$ cat config.mk
export PLATFORM = sky130hd
export DESIGN_NAME = deadline_timer_queue
export DESIGN_NICKNAME = d
export VERILOG_FILES = /design/src/rtl/dtq_pkg.sv /design/src/rtl/dtq_store.sv /design/src/rtl/dtq_ctrl.sv /design/src/rtl/deadline_timer_queue.sv
export SDC_FILE = /design/constraint.sdc
export NUM_CORES = 2
export LEC_CHECK = 0
export ABC_AREA = 1
export BUFFER_PORTS_ARGS = -buffer_cell sky130_fd_sc_hd__buf_2
export CAP_MARGIN = 10
export CORE_ASPECT_RATIO = 0.75
export CORE_MARGIN = 5
export CORE_UTILIZATION = 45
export DETAILED_ROUTE_END_ITERATION = 8
export PLACE_DENSITY = 0.63
export SLEW_MARGIN = 5
export SYNTH_ARGS = -nofsm -noshare
export SYNTH_HDL_FRONTEND = slang
export SYNTH_SLANG_ARGS = --single-unit
$ cat constraint.sdc
create_clock -name clk -period 8.1 [get_ports clk]
set_input_delay 1.62 -clock clk [delete_from_list [all_inputs] [get_ports clk]]
set_output_delay 1.62 -clock clk [all_outputs]
set_load 0.005 [all_outputs]
$ cat src/rtl/dtq_pkg.sv
// Shared types and constants of the deadline timer queue.
// Used by dtq_store, dtq_ctrl and deadline_timer_queue; no dependencies.
`timescale 1ns / 1ps
`default_nettype none

package dtq_pkg;

  localparam int DEPTH  = 16;
  localparam int IDX_W  = $clog2(DEPTH);
  localparam int CNT_W  = $clog2(DEPTH + 1);
  localparam int DL_W   = 64;
  localparam int TAG_W  = 32;
  localparam int KIND_W = 2;
  localparam int CFG_W  = 32;

  localparam logic [KIND_W-1:0] KIND_ADD_OK   = 2'd0;
  localparam logic [KIND_W-1:0] KIND_ADD_FULL = 2'd1;
  localparam logic [KIND_W-1:0] KIND_EXPIRED  = 2'd2;
  localparam logic [KIND_W-1:0] KIND_DONE     = 2'd3;

  localparam logic REG_TASK_TAG    = 1'b0;
  localparam logic REG_TASK_PERIOD = 1'b1;

  // Request from the sequencer to the timer store; positions are logical,
  // counted from the earliest timer.
  typedef struct packed {
    logic             rd_en;
    logic [CNT_W-1:0] rd_pos;
    logic             wr_en;
    logic [CNT_W-1:0] wr_pos;
    logic [DL_W-1:0]  wr_dl;
    logic [TAG_W-1:0] wr_tag;
    logic             pop;
    logic             push;
  } store_req_t;

  typedef struct packed {
    logic [DL_W-1:0]  dl;
    logic [TAG_W-1:0] tag;
    logic [CNT_W-1:0] occ;
  } store_rsp_t;

  typedef struct packed {
    logic              load;
    logic [KIND_W-1:0] kind;
    logic [DL_W-1:0]   dl;
    logic [TAG_W-1:0]  tag;
    logic              sw;
    logic              last;
  } out_req_t;

endpackage

`default_nettype wire

$ cat src/rtl/dtq_store.sv
// Sorted timer store: ring buffer memory with head pointer and fill count.
// Depends on dtq_pkg.
`timescale 1ns / 1ps
`default_nettype none

module dtq_store
  import dtq_pkg::*;
(
  input  wire logic       clk,
  input  wire logic       rst,
  input  wire store_req_t req,
  output store_rsp_t      rsp
);

  logic [DL_W+TAG_W-1:0] mem [DEPTH];
  logic [DL_W+TAG_W-1:0] rd_q;
  logic [IDX_W-1:0]      head;
  logic [CNT_W-1:0]      occ;
  logic [IDX_W-1:0]      rd_phys;
  logic [IDX_W-1:0]      wr_phys;

  function automatic logic [IDX_W-1:0] phys(input logic [IDX_W-1:0] h,
                                            input logic [CNT_W-1:0] pos);
    logic [CNT_W:0] s;
    s = (CNT_W+1)'(h) + (CNT_W+1)'(pos);
    if (s >= (CNT_W+1)'(DEPTH)) begin
      s = s - (CNT_W+1)'(DEPTH);
    end
    return s[IDX_W-1:0];
  endfunction

  assign rd_phys = phys(head, req.rd_pos);
  assign wr_phys = phys(head, req.wr_pos);

  always_ff @(posedge clk) begin
    if (req.wr_en) begin
      mem[wr_phys] <= {req.wr_dl, req.wr_tag};
    end
    if (req.rd_en) begin
      rd_q <= mem[rd_phys];
    end
  end

  always_ff @(posedge clk) begin
    if (rst) begin
      head <= '0;
      occ  <= '0;
    end else if (req.pop) begin
      head <= (head == IDX_W'(DEPTH - 1)) ? '0 : head + IDX_W'(1);
      occ  <= occ - CNT_W'(1);
    end else if (req.push) begin
      occ  <= occ + CNT_W'(1);
    end
  end

  assign rsp.dl  = rd_q[DL_W+TAG_W-1:TAG_W];
  assign rsp.tag = rd_q[TAG_W-1:0];
  assign rsp.occ = occ;

endmodule

`default_nettype wire

$ cat src/rtl/dtq_ctrl.sv
// Sequencer with the shared 64-bit adder and comparator, tick counter and
// configuration registers. Depends on dtq_pkg; drives dtq_store.
`timescale 1ns / 1ps
`default_nettype none

module dtq_ctrl
  import dtq_pkg::*;
(
  input  wire logic             clk,
  input  wire logic             rst,
  input  wire logic             in_valid,
  output logic                  in_ready,
  input  wire logic             in_mode,
  input  wire logic [DL_W-1:0]  in_dl,
  input  wire logic [TAG_W-1:0] in_tag,
  input  wire logic             cfg_we,
  input  wire logic             cfg_sel,
  input  wire logic [CFG_W-1:0] cfg_wdata,
  input  wire logic             out_free,
  output out_req_t              out_req,
  output store_req_t            req,
  input  wire store_rsp_t       rsp
);

  localparam logic [2:0] S_IDLE    = 3'd0;
  localparam logic [2:0] S_POP_RD  = 3'd1;
  localparam logic [2:0] S_POP_CMP = 3'd2;
  localparam logic [2:0] S_REARM   = 3'd3;
  localparam logic [2:0] S_INS_RD  = 3'd4;
  localparam logic [2:0] S_INS_CMP = 3'd5;
  localparam logic [2:0] S_RESULT  = 3'd6;

  logic [2:0]        state, state_next;
  logic [DL_W-1:0]   tick, tick_next;
  logic [TAG_W-1:0]  task_tag;
  logic [CFG_W-1:0]  task_period;
  logic [DL_W-1:0]   ins_dl, ins_dl_next;
  logic [TAG_W-1:0]  ins_tag, ins_tag_next;
  logic [CNT_W-1:0]  ins_pos, ins_pos_next;
  logic              is_add, is_add_next;
  logic [CNT_W-1:0]  rearm_cnt, rearm_cnt_next;
  logic              sw, sw_next;
  logic [KIND_W-1:0] res_kind, res_kind_next;
  logic              ins_done;

  logic [DL_W-1:0]   add_b;
  logic [DL_W-1:0]   add_sum;
  logic [DL_W-1:0]   cmp_b;
  logic              cmp_le;

  // shared adder: tick increment in idle, re-arm deadline otherwise
  assign add_b   = (state == S_IDLE) ? DL_W'(1) : DL_W'(task_period);
  assign add_sum = tick + add_b;
  // shared comparator: stored deadline against counter or new deadline
  assign cmp_b   = (state == S_POP_CMP) ? tick : ins_dl;
  assign cmp_le  = rsp.dl <= cmp_b;

  always_ff @(posedge clk) begin
    if (rst) begin
      task_tag    <= 32'h8000_0000;
      task_period <= CFG_W'(2);
    end else if (cfg_we) begin
      unique case (cfg_sel)
        REG_TASK_TAG:    task_tag    <= cfg_wdata;
        REG_TASK_PERIOD: task_period <= cfg_wdata;
        default: ;
      endcase
    end
  end

  always_comb begin
    state_next     = state;
    tick_next      = tick;
    ins_dl_next    = ins_dl;
    ins_tag_next   = ins_tag;
    ins_pos_next   = ins_pos;
    is_add_next    = is_add;
    rearm_cnt_next = rearm_cnt;
    sw_next        = sw;
    res_kind_next  = res_kind;
    ins_done       = 1'b0;
    in_ready       = 1'b0;
    req            = '0;
    out_req        = '0;

    unique case (state)
      S_IDLE: begin
        in_ready = 1'b1;
        if (in_valid) begin
          if (in_mode) begin
            ins_dl_next  = in_dl;
            ins_tag_next = in_tag;
            is_add_next  = 1'b1;
            if (rsp.occ >= CNT_W'(DEPTH)) begin
              res_kind_next = KIND_ADD_FULL;
              state_next    = S_RESULT;
            end else begin
              ins_pos_next = rsp.occ;
              state_next   = S_INS_RD;
            end
          end else begin
            tick_next      = add_sum;
            sw_next        = 1'b0;
            rearm_cnt_next = '0;
            is_add_next    = 1'b0;
            state_next     = S_POP_RD;
          end
        end
      end
      S_POP_RD: begin
        if (rsp.occ == '0) begin
          state_next = S_REARM;
        end else begin
          req.rd_en  = 1'b1;
          req.rd_pos = '0;
          state_next = S_POP_CMP;
        end
      end
      S_POP_CMP: begin
        if (!cmp_le) begin
          state_next = S_REARM;
        end else if (rsp.tag == task_tag) begin
          req.pop        = 1'b1;
          rearm_cnt_next = rearm_cnt + CNT_W'(1);
          sw_next        = 1'b1;
          state_next     = S_POP_RD;
        end else if (out_free) begin
          req.pop      = 1'b1;
          out_req.load = 1'b1;
          out_req.kind = KIND_EXPIRED;
          out_req.dl   = rsp.dl;
          out_req.tag  = rsp.tag;
          state_next   = S_POP_RD;
        end
      end
      S_REARM: begin
        if (rearm_cnt == '0) begin
          res_kind_next = KIND_DONE;
          state_next    = S_RESULT;
        end else begin
          ins_dl_next  = add_sum;
          ins_tag_next = task_tag;
          ins_pos_next = rsp.occ;
          state_next   = S_INS_RD;
        end
      end
      S_INS_RD: begin
        if (ins_pos == '0) begin
          req.wr_en  = 1'b1;
          req.wr_pos = '0;
          req.wr_dl  = ins_dl;
          req.wr_tag = ins_tag;
          req.push   = 1'b1;
          ins_done   = 1'b1;
        end else begin
          req.rd_en  = 1'b1;
          req.rd_pos = ins_pos - CNT_W'(1);
          state_next = S_INS_CMP;
        end
      end
      S_INS_CMP: begin
        req.wr_en  = 1'b1;
        req.wr_pos = ins_pos;
        if (!cmp_le) begin
          req.wr_dl    = rsp.dl;
          req.wr_tag   = rsp.tag;
          ins_pos_next = ins_pos - CNT_W'(1);
          state_next   = S_INS_RD;
        end else begin
          req.wr_dl  = ins_dl;
          req.wr_tag = ins_tag;
          req.push   = 1'b1;
          ins_done   = 1'b1;
        end
      end
      S_RESULT: begin
        if (out_free) begin
          out_req.load = 1'b1;
          out_req.kind = res_kind;
          out_req.sw   = (res_kind == KIND_DONE) && sw;
          out_req.last = 1'b1;
          state_next   = S_IDLE;
        end
      end
      default: state_next = S_IDLE;
    endcase

    if (ins_done) begin
      if (is_add) begin
        res_kind_next = KIND_ADD_OK;
        state_next    = S_RESULT;
      end else begin
        rearm_cnt_next = rearm_cnt - CNT_W'(1);
        state_next     = S_REARM;
      end
    end
  end

  always_ff @(posedge clk) begin
    if (rst) begin
      state     <= S_IDLE;
      tick      <= '0;
      rearm_cnt <= '0;
      sw        <= 1'b0;
      is_add    <= 1'b0;
      res_kind  <= KIND_ADD_OK;
    end else begin
      state     <= state_next;
      tick      <= tick_next;
      rearm_cnt <= rearm_cnt_next;
      sw        <= sw_next;
      is_add    <= is_add_next;
      res_kind  <= res_kind_next;
    end
  end

  always_ff @(posedge clk) begin
    ins_dl  <= ins_dl_next;
    ins_tag <= ins_tag_next;
    ins_pos <= ins_pos_next;
  end

endmodule

`default_nettype wire

$ cat src/rtl/deadline_timer_queue.sv
// Top level of the deadline timer queue: stream ports, output register.
// Depends on dtq_pkg, dtq_store and dtq_ctrl.
//
// Requests enter on the s_ group: s_tuser selects tick (0) or add (1),
// s_tdata carries the deadline and tag of an add. Results leave on the
// m_ group with m_tlast on the final result of each request. Configuration
// writes (task tag, task period) enter on the cfg_ group, always ready.
// One request is in work at a time; s_tready is low until its final
// result is loaded. An add walks the store from the back, reading each
// stored timer with a later deadline and writing it one place up, then
// writes its own entry; a full store rejects the add at once. A tick
// advances the counter, pops each due timer, gives an expired result for
// each one without the task tag and re-inserts each task-tag timer with
// the deadline tick + task period.
// The output register holds one result; while m_tready is low the
// sequencer stalls with the next result pending and nothing is lost.
// Synchronous reset empties the store, clears the tick counter and sets
// the task tag to -2^31 and the task period to 2; no clearing pass.
`timescale 1ns / 1ps
`default_nettype none

module deadline_timer_queue
  import dtq_pkg::*;
(
  input  wire logic                    clk,
  input  wire logic                    rst,
  input  wire logic                    s_tvalid,
  output logic                         s_tready,
  input  wire logic [DL_W+TAG_W-1:0]   s_tdata,   // tag, deadline
  input  wire logic                    s_tuser,   // mode
  output logic                         m_tvalid,
  input  wire logic                    m_tready,
  output logic [DL_W+TAG_W-1:0]        m_tdata,   // expired_tag, expired_deadline
  output logic [KIND_W:0]              m_tuser,   // task_switch, kind
  output logic                         m_tlast,
  input  wire logic                    cfg_valid,
  output logic                         cfg_ready,
  input  wire logic                    cfg_index,
  input  wire logic [CFG_W-1:0]        cfg_data
);

  store_req_t req;
  store_rsp_t rsp;
  out_req_t   out_req;
  logic       out_free;

  assign cfg_ready = 1'b1;
  assign out_free  = !m_tvalid || m_tready;

  dtq_ctrl u_ctrl (
    .clk       (clk),
    .rst       (rst),
    .in_valid  (s_tvalid),
    .in_ready  (s_tready),
    .in_mode   (s_tuser),
    .in_dl     (s_tdata[DL_W-1:0]),
    .in_tag    (s_tdata[DL_W+TAG_W-1:DL_W]),
    .cfg_we    (cfg_valid && cfg_ready),
    .cfg_sel   (cfg_index),
    .cfg_wdata (cfg_data),
    .out_free  (out_free),
    .out_req   (out_req),
    .req       (req),
    .rsp       (rsp)
  );

  dtq_store u_store (
    .clk (clk),
    .rst (rst),
    .req (req),
    .rsp (rsp)
  );

  // hold the result until taken
  always_ff @(posedge clk) begin
    if (rst) begin
      m_tvalid <= 1'b0;
    end else if (out_req.load) begin
      m_tvalid <= 1'b1;
    end else if (m_tready) begin
      m_tvalid <= 1'b0;
    end
  end

  always_ff @(posedge clk) begin
    if (out_req.load) begin
      m_tdata <= {out_req.tag, out_req.dl};
      m_tuser <= {out_req.sw, out_req.kind};
      m_tlast <= out_req.last;
    end
  end

  a_occ_bound: assert property (@(posedge clk) disable iff (rst)
    rsp.occ <= CNT_W'(DEPTH))
    else $error("timer store overfilled");

  a_one_in_work: assert property (@(posedge clk) disable iff (rst)
    s_tvalid && s_tready |=> !s_tready)
    else $error("request accepted while another is in work");

  a_load_free: assert property (@(posedge clk) disable iff (rst)
    out_req.load |-> out_free)
    else $error("result overwritten before taken");

  a_switch_on_done: assert property (@(posedge clk) disable iff (rst)
    out_req.load && out_req.sw |-> out_req.kind == KIND_DONE && out_req.last)
    else $error("task switch flag outside tick done");

endmodule

`default_nettype wire
==> key figures <==
Drt
  • Initial DRC Count: 7,412
  • Wire length per cell: about 25 um
  • Pre-antenna DRT Iters: 6
  • Via/cell ratio: 5.75
  • Via count: 58,000
  • DRC viols: 0
  • Routed WL: 257,000 um
  • Detail Route Antenna Nets: 0

Layout
  • Post-route design area: about 96,000 um2
  • Synth-to-Final Area Change: 12.1%
  • Fin nets: 7,659
  • Share of cells above drive strength 1: 0.0938
  • Fill cell count: 16,300

CTS
  • Clk slew on worst S/H paths: roughly 0.070 ns
  • CTS resizes: 0
  • Root Driver: clkbuf_16
  • Cts hold-fix bufs: 0
  • Clk sink count: a little under 2,000
  • Number of CTS-inserted buffers: 188
  • Bufs on Longest Clock Path: 3
  • H-tree lvl count: 4
  • CTS tree: done
  • Setup repair bufs after CTS: 0
  • Skew-Pair Late Insertion Delay: ~0.84 ns

Setup path
  • Crit path kind: register to register
  • Critical path arrival: between 6 and 7 ns
  • Required @ worst endpoint: roughly 8.5 ns
  • Worst setup EP type: register
  • Critical Path Fanout Max: 53
  • Most used cell, CP: nand2_1
  • Critical Path Start Type: register
  • Slowest-stage cell, CP: o22ai_1
  • Critical Path, Cell by Cell: inv_2 > nand2_1 > nor2_4 > buf_12 > buf_4 > nand2_1 > o21ai_0 > ha_1 > nand2_1 > nor3_1 > nand2_1 > nand2_1 > nand2_1 > nand2_1 > nand2_1 > nand2_1 > nand2_4 > inv_4 > buf_4 > nor2_1 > o22ai_1
  • CP max stage delay: 0.81 ns

Yosys
  • Synth area leader: edfxtp_1
  • Library cells used by synthesis: 50
  • Ys Warns: 0
  • Post-synth top flop: edfxtp_1
  • Synthesized instance count: slightly above 7,000
  • Syn Nets: 7,488
  • Count leader, synth: edfxtp_1
  • Number of synthesized register bits: 1,983
  • Synthesized area: 85,400 um2
  • Synth top area cells: edfxtp_1, o21ai_0, mux2i_1, nand2_1, a21oi_1
  • Register area share after synthesis: 0.680
  • Post-synth top cells: edfxtp_1, o21ai_0, nand2_1, inv_1, a21oi_1
  • Post-synth EDFFs: 1,833
  • Asr flop ratio synth: 0
  • Synth top area share: 0.644
  • Syn_area_per_cell: 11.8 um2

Pwr
  • Sw Pwr: roughly 0.013 W
  • Internal power: 0.0210 W
  • VDD IR-drop max: approximately 500 uV
  • PwrDens: 353 nW/um2
  • Clock network power share: 0.257
  • Reg power frac: 0.408
  • Net Sw Frac: 0.379
  • Logic pwr share: 0.334
  • Leak pwr: 33.1 nW

Job
  • # Max-Cap Violations: 0

STA
  • Final hold vios: 0
  • Worst Max-Slew Pin Slew: 1.21 ns
  • Worst slew margin: 0.188
  • Final setup fails: 0
  • RSZ-0062 raised after global routing: false
  • Max Clock Freq: 159 MHz
  • Setup TNS: 0 ns
  • Setup Skew: 0.0566 ns
  • Period utilization: 0.776
  • Min cycle time layout: 6.29 ns
  • Final Max Slew Viols: 0

Die
  • Starting density of the core: 0.453
  • DIE HEIGHT: 387 um
  • Die width: 513 um
  • Core ar.: 189,000 um2
  • Die area: 199,000 um2
  • IO Pins: 238
  • Rows: 138

Run status
  • Status: completed

Global routing
  • Total grt overflow: 0
  • All-Layer GR Usage: 0.251
  • Initial antenna violation count: 7
  • First-pass GRT wire length: 371,000 um
  • Pin count of the biggest net entering global routing: 203
  • Vias in the first global route: 53,800

Placed design
  • DP HPWL: roughly 150,000 um
  • # port buffers: 236
  • Gpl congestion: about 0.96
  • Area after DPL: 89,700 um2

Hold path
  • Hold Path Class: register to register
## final timing paths
kind                                             from                             endpoint  slack (ns)  depth (start not counted)
setup reg to reg         u_ctrl.state[0]$_SDFFE_PP0P_        u_store.mem[14][90]$_DFFE_PP_        1.81                         21
hold reg to reg   u_ctrl.task_period[28]$_SDFFE_PP0P_  u_ctrl.task_period[28]$_SDFFE_PP0P_        0.46                          2
setup / recovery         u_ctrl.state[0]$_SDFFE_PP0P_        u_store.mem[14][90]$_DFFE_PP_        1.81                         21
hold / removal    u_ctrl.task_period[28]$_SDFFE_PP0P_  u_ctrl.task_period[28]$_SDFFE_PP0P_        0.46                          2
## layer usage
| metal | GRT usage | wire (um) | vias up |
|---|---|---|---|
| met1 | 0.368 | 108000 | 28300 |
| met2 | 0.382 | 115000 | 3126 |
| li1 | - | - | 26100 |
| met3 | 0.0436 | 26500 | 413 |
| met4 | 0.0829 | 8540 | 2 |
| met5 | 0 | 16 | - |
## registers in the layout, indices dropped and copies added (netlist names), 2 cells and up
signal / count
u_store.mem: 1536
m_tdata: 96
u_store.rd_q: 96
u_ctrl.ins_dl: 64
u_ctrl.tick: 64
u_ctrl.ins_tag: 32
u_ctrl.task_period: 32
u_ctrl.task_tag: 32
u_ctrl.ins_pos: 5
u_ctrl.rearm_cnt: 5
u_store.occ: 5
u_store.head: 4
m_tuser: 3
u_ctrl.state: 3
u_ctrl.res_kind: 2
## cell families after synthesis
kind of cell             Yosys count  share of synthesized area
flip-flops                      1983                      0.680
XOR/XNOR                          71                    0.00728
AO/OA/AOI/OAI                   2018                      0.127
other                              1                  0.0000439
AND/OR/NAND/NOR                 1512                     0.0708
buffers and inverters           1158                     0.0533
multiplexers                     384                     0.0450
adder cells (fa/ha/maj)          113                     0.0169
## stage by stage
stage	setup WS (ns)	cells	utilization	hold WS [ns]	total power (W)
6_report	1.81	10100	0.507	0.457	0.0338
5_1_grt	1.44	10100	0.507	0.476	0.0354
4_1_cts	1.83	10100	0.507	0.460	0.0338
3_5_place_dp	1.84	9741	0.475	0.450	0.0251
3_3_place_gp	2.10	9739	0.475	0.445	0.0249
2_1_floorplan	0.124	7240	-	0.430	0.0212
## power by group through the flow
| stage | Combinational, W | Clock [W] | Sequential (W) |
|---|---|---|---|
| CTS | 0.0112 | 0.00879 | 0.0138 |
| detailed placement | 0.0112 | 0 | 0.0140 |
| global route | 0.0123 | 0.00925 | 0.0138 |
| floorplan | 0.00755 | 0 | 0.0136 |
| finish | 0.0113 | 0.00870 | 0.0138 |
| global placement | 0.0109 | 0 | 0.0140 |
## worst max-delay path: cells and delay by family, from the launching register on
kind	cells	cell delay [ns]
AOI/OAI and AO/OA	2	0.89
adders and majority gates	1	0.14
buffers and inverters	5	1.84
DFF	1	0.36
and+or+nand+nor	13	2.53
## cell type report
class	instances	area, um2	area share
Sequential cell	1983	58000	0.606
Multi-Input combinational cell	4099	23000	0.241
Clock buffer	242	5020	0.0524
Tap cell	2520	3150	0.0329
Inverter	762	2890	0.0301
Timing Repair Buffer	377	2550	0.0267
Clock inverter	107	1010	0.0106
Antenna cell	3	7.51	0.0000784
## layout by cell type, fill, tap and decap left out, drive strengths merged, types with 10 or more instances in the layout
master,n
nand3,87
a21oi,613
xor2,52
o21ai,1044
inv,764
mux2i,384
a31oi,104
clkbuf,242
xnor2,19
o22ai,28
nand2,884
edfxtp,1833
buf,377
nand4,23
o211ai,195
ha,109
clkinv,87
dfxtp,150
bufinv,11
o21a,10
nor2,451
nor3,37
nor4,11
Note: power is estimated with default switching activity, not from simulation.
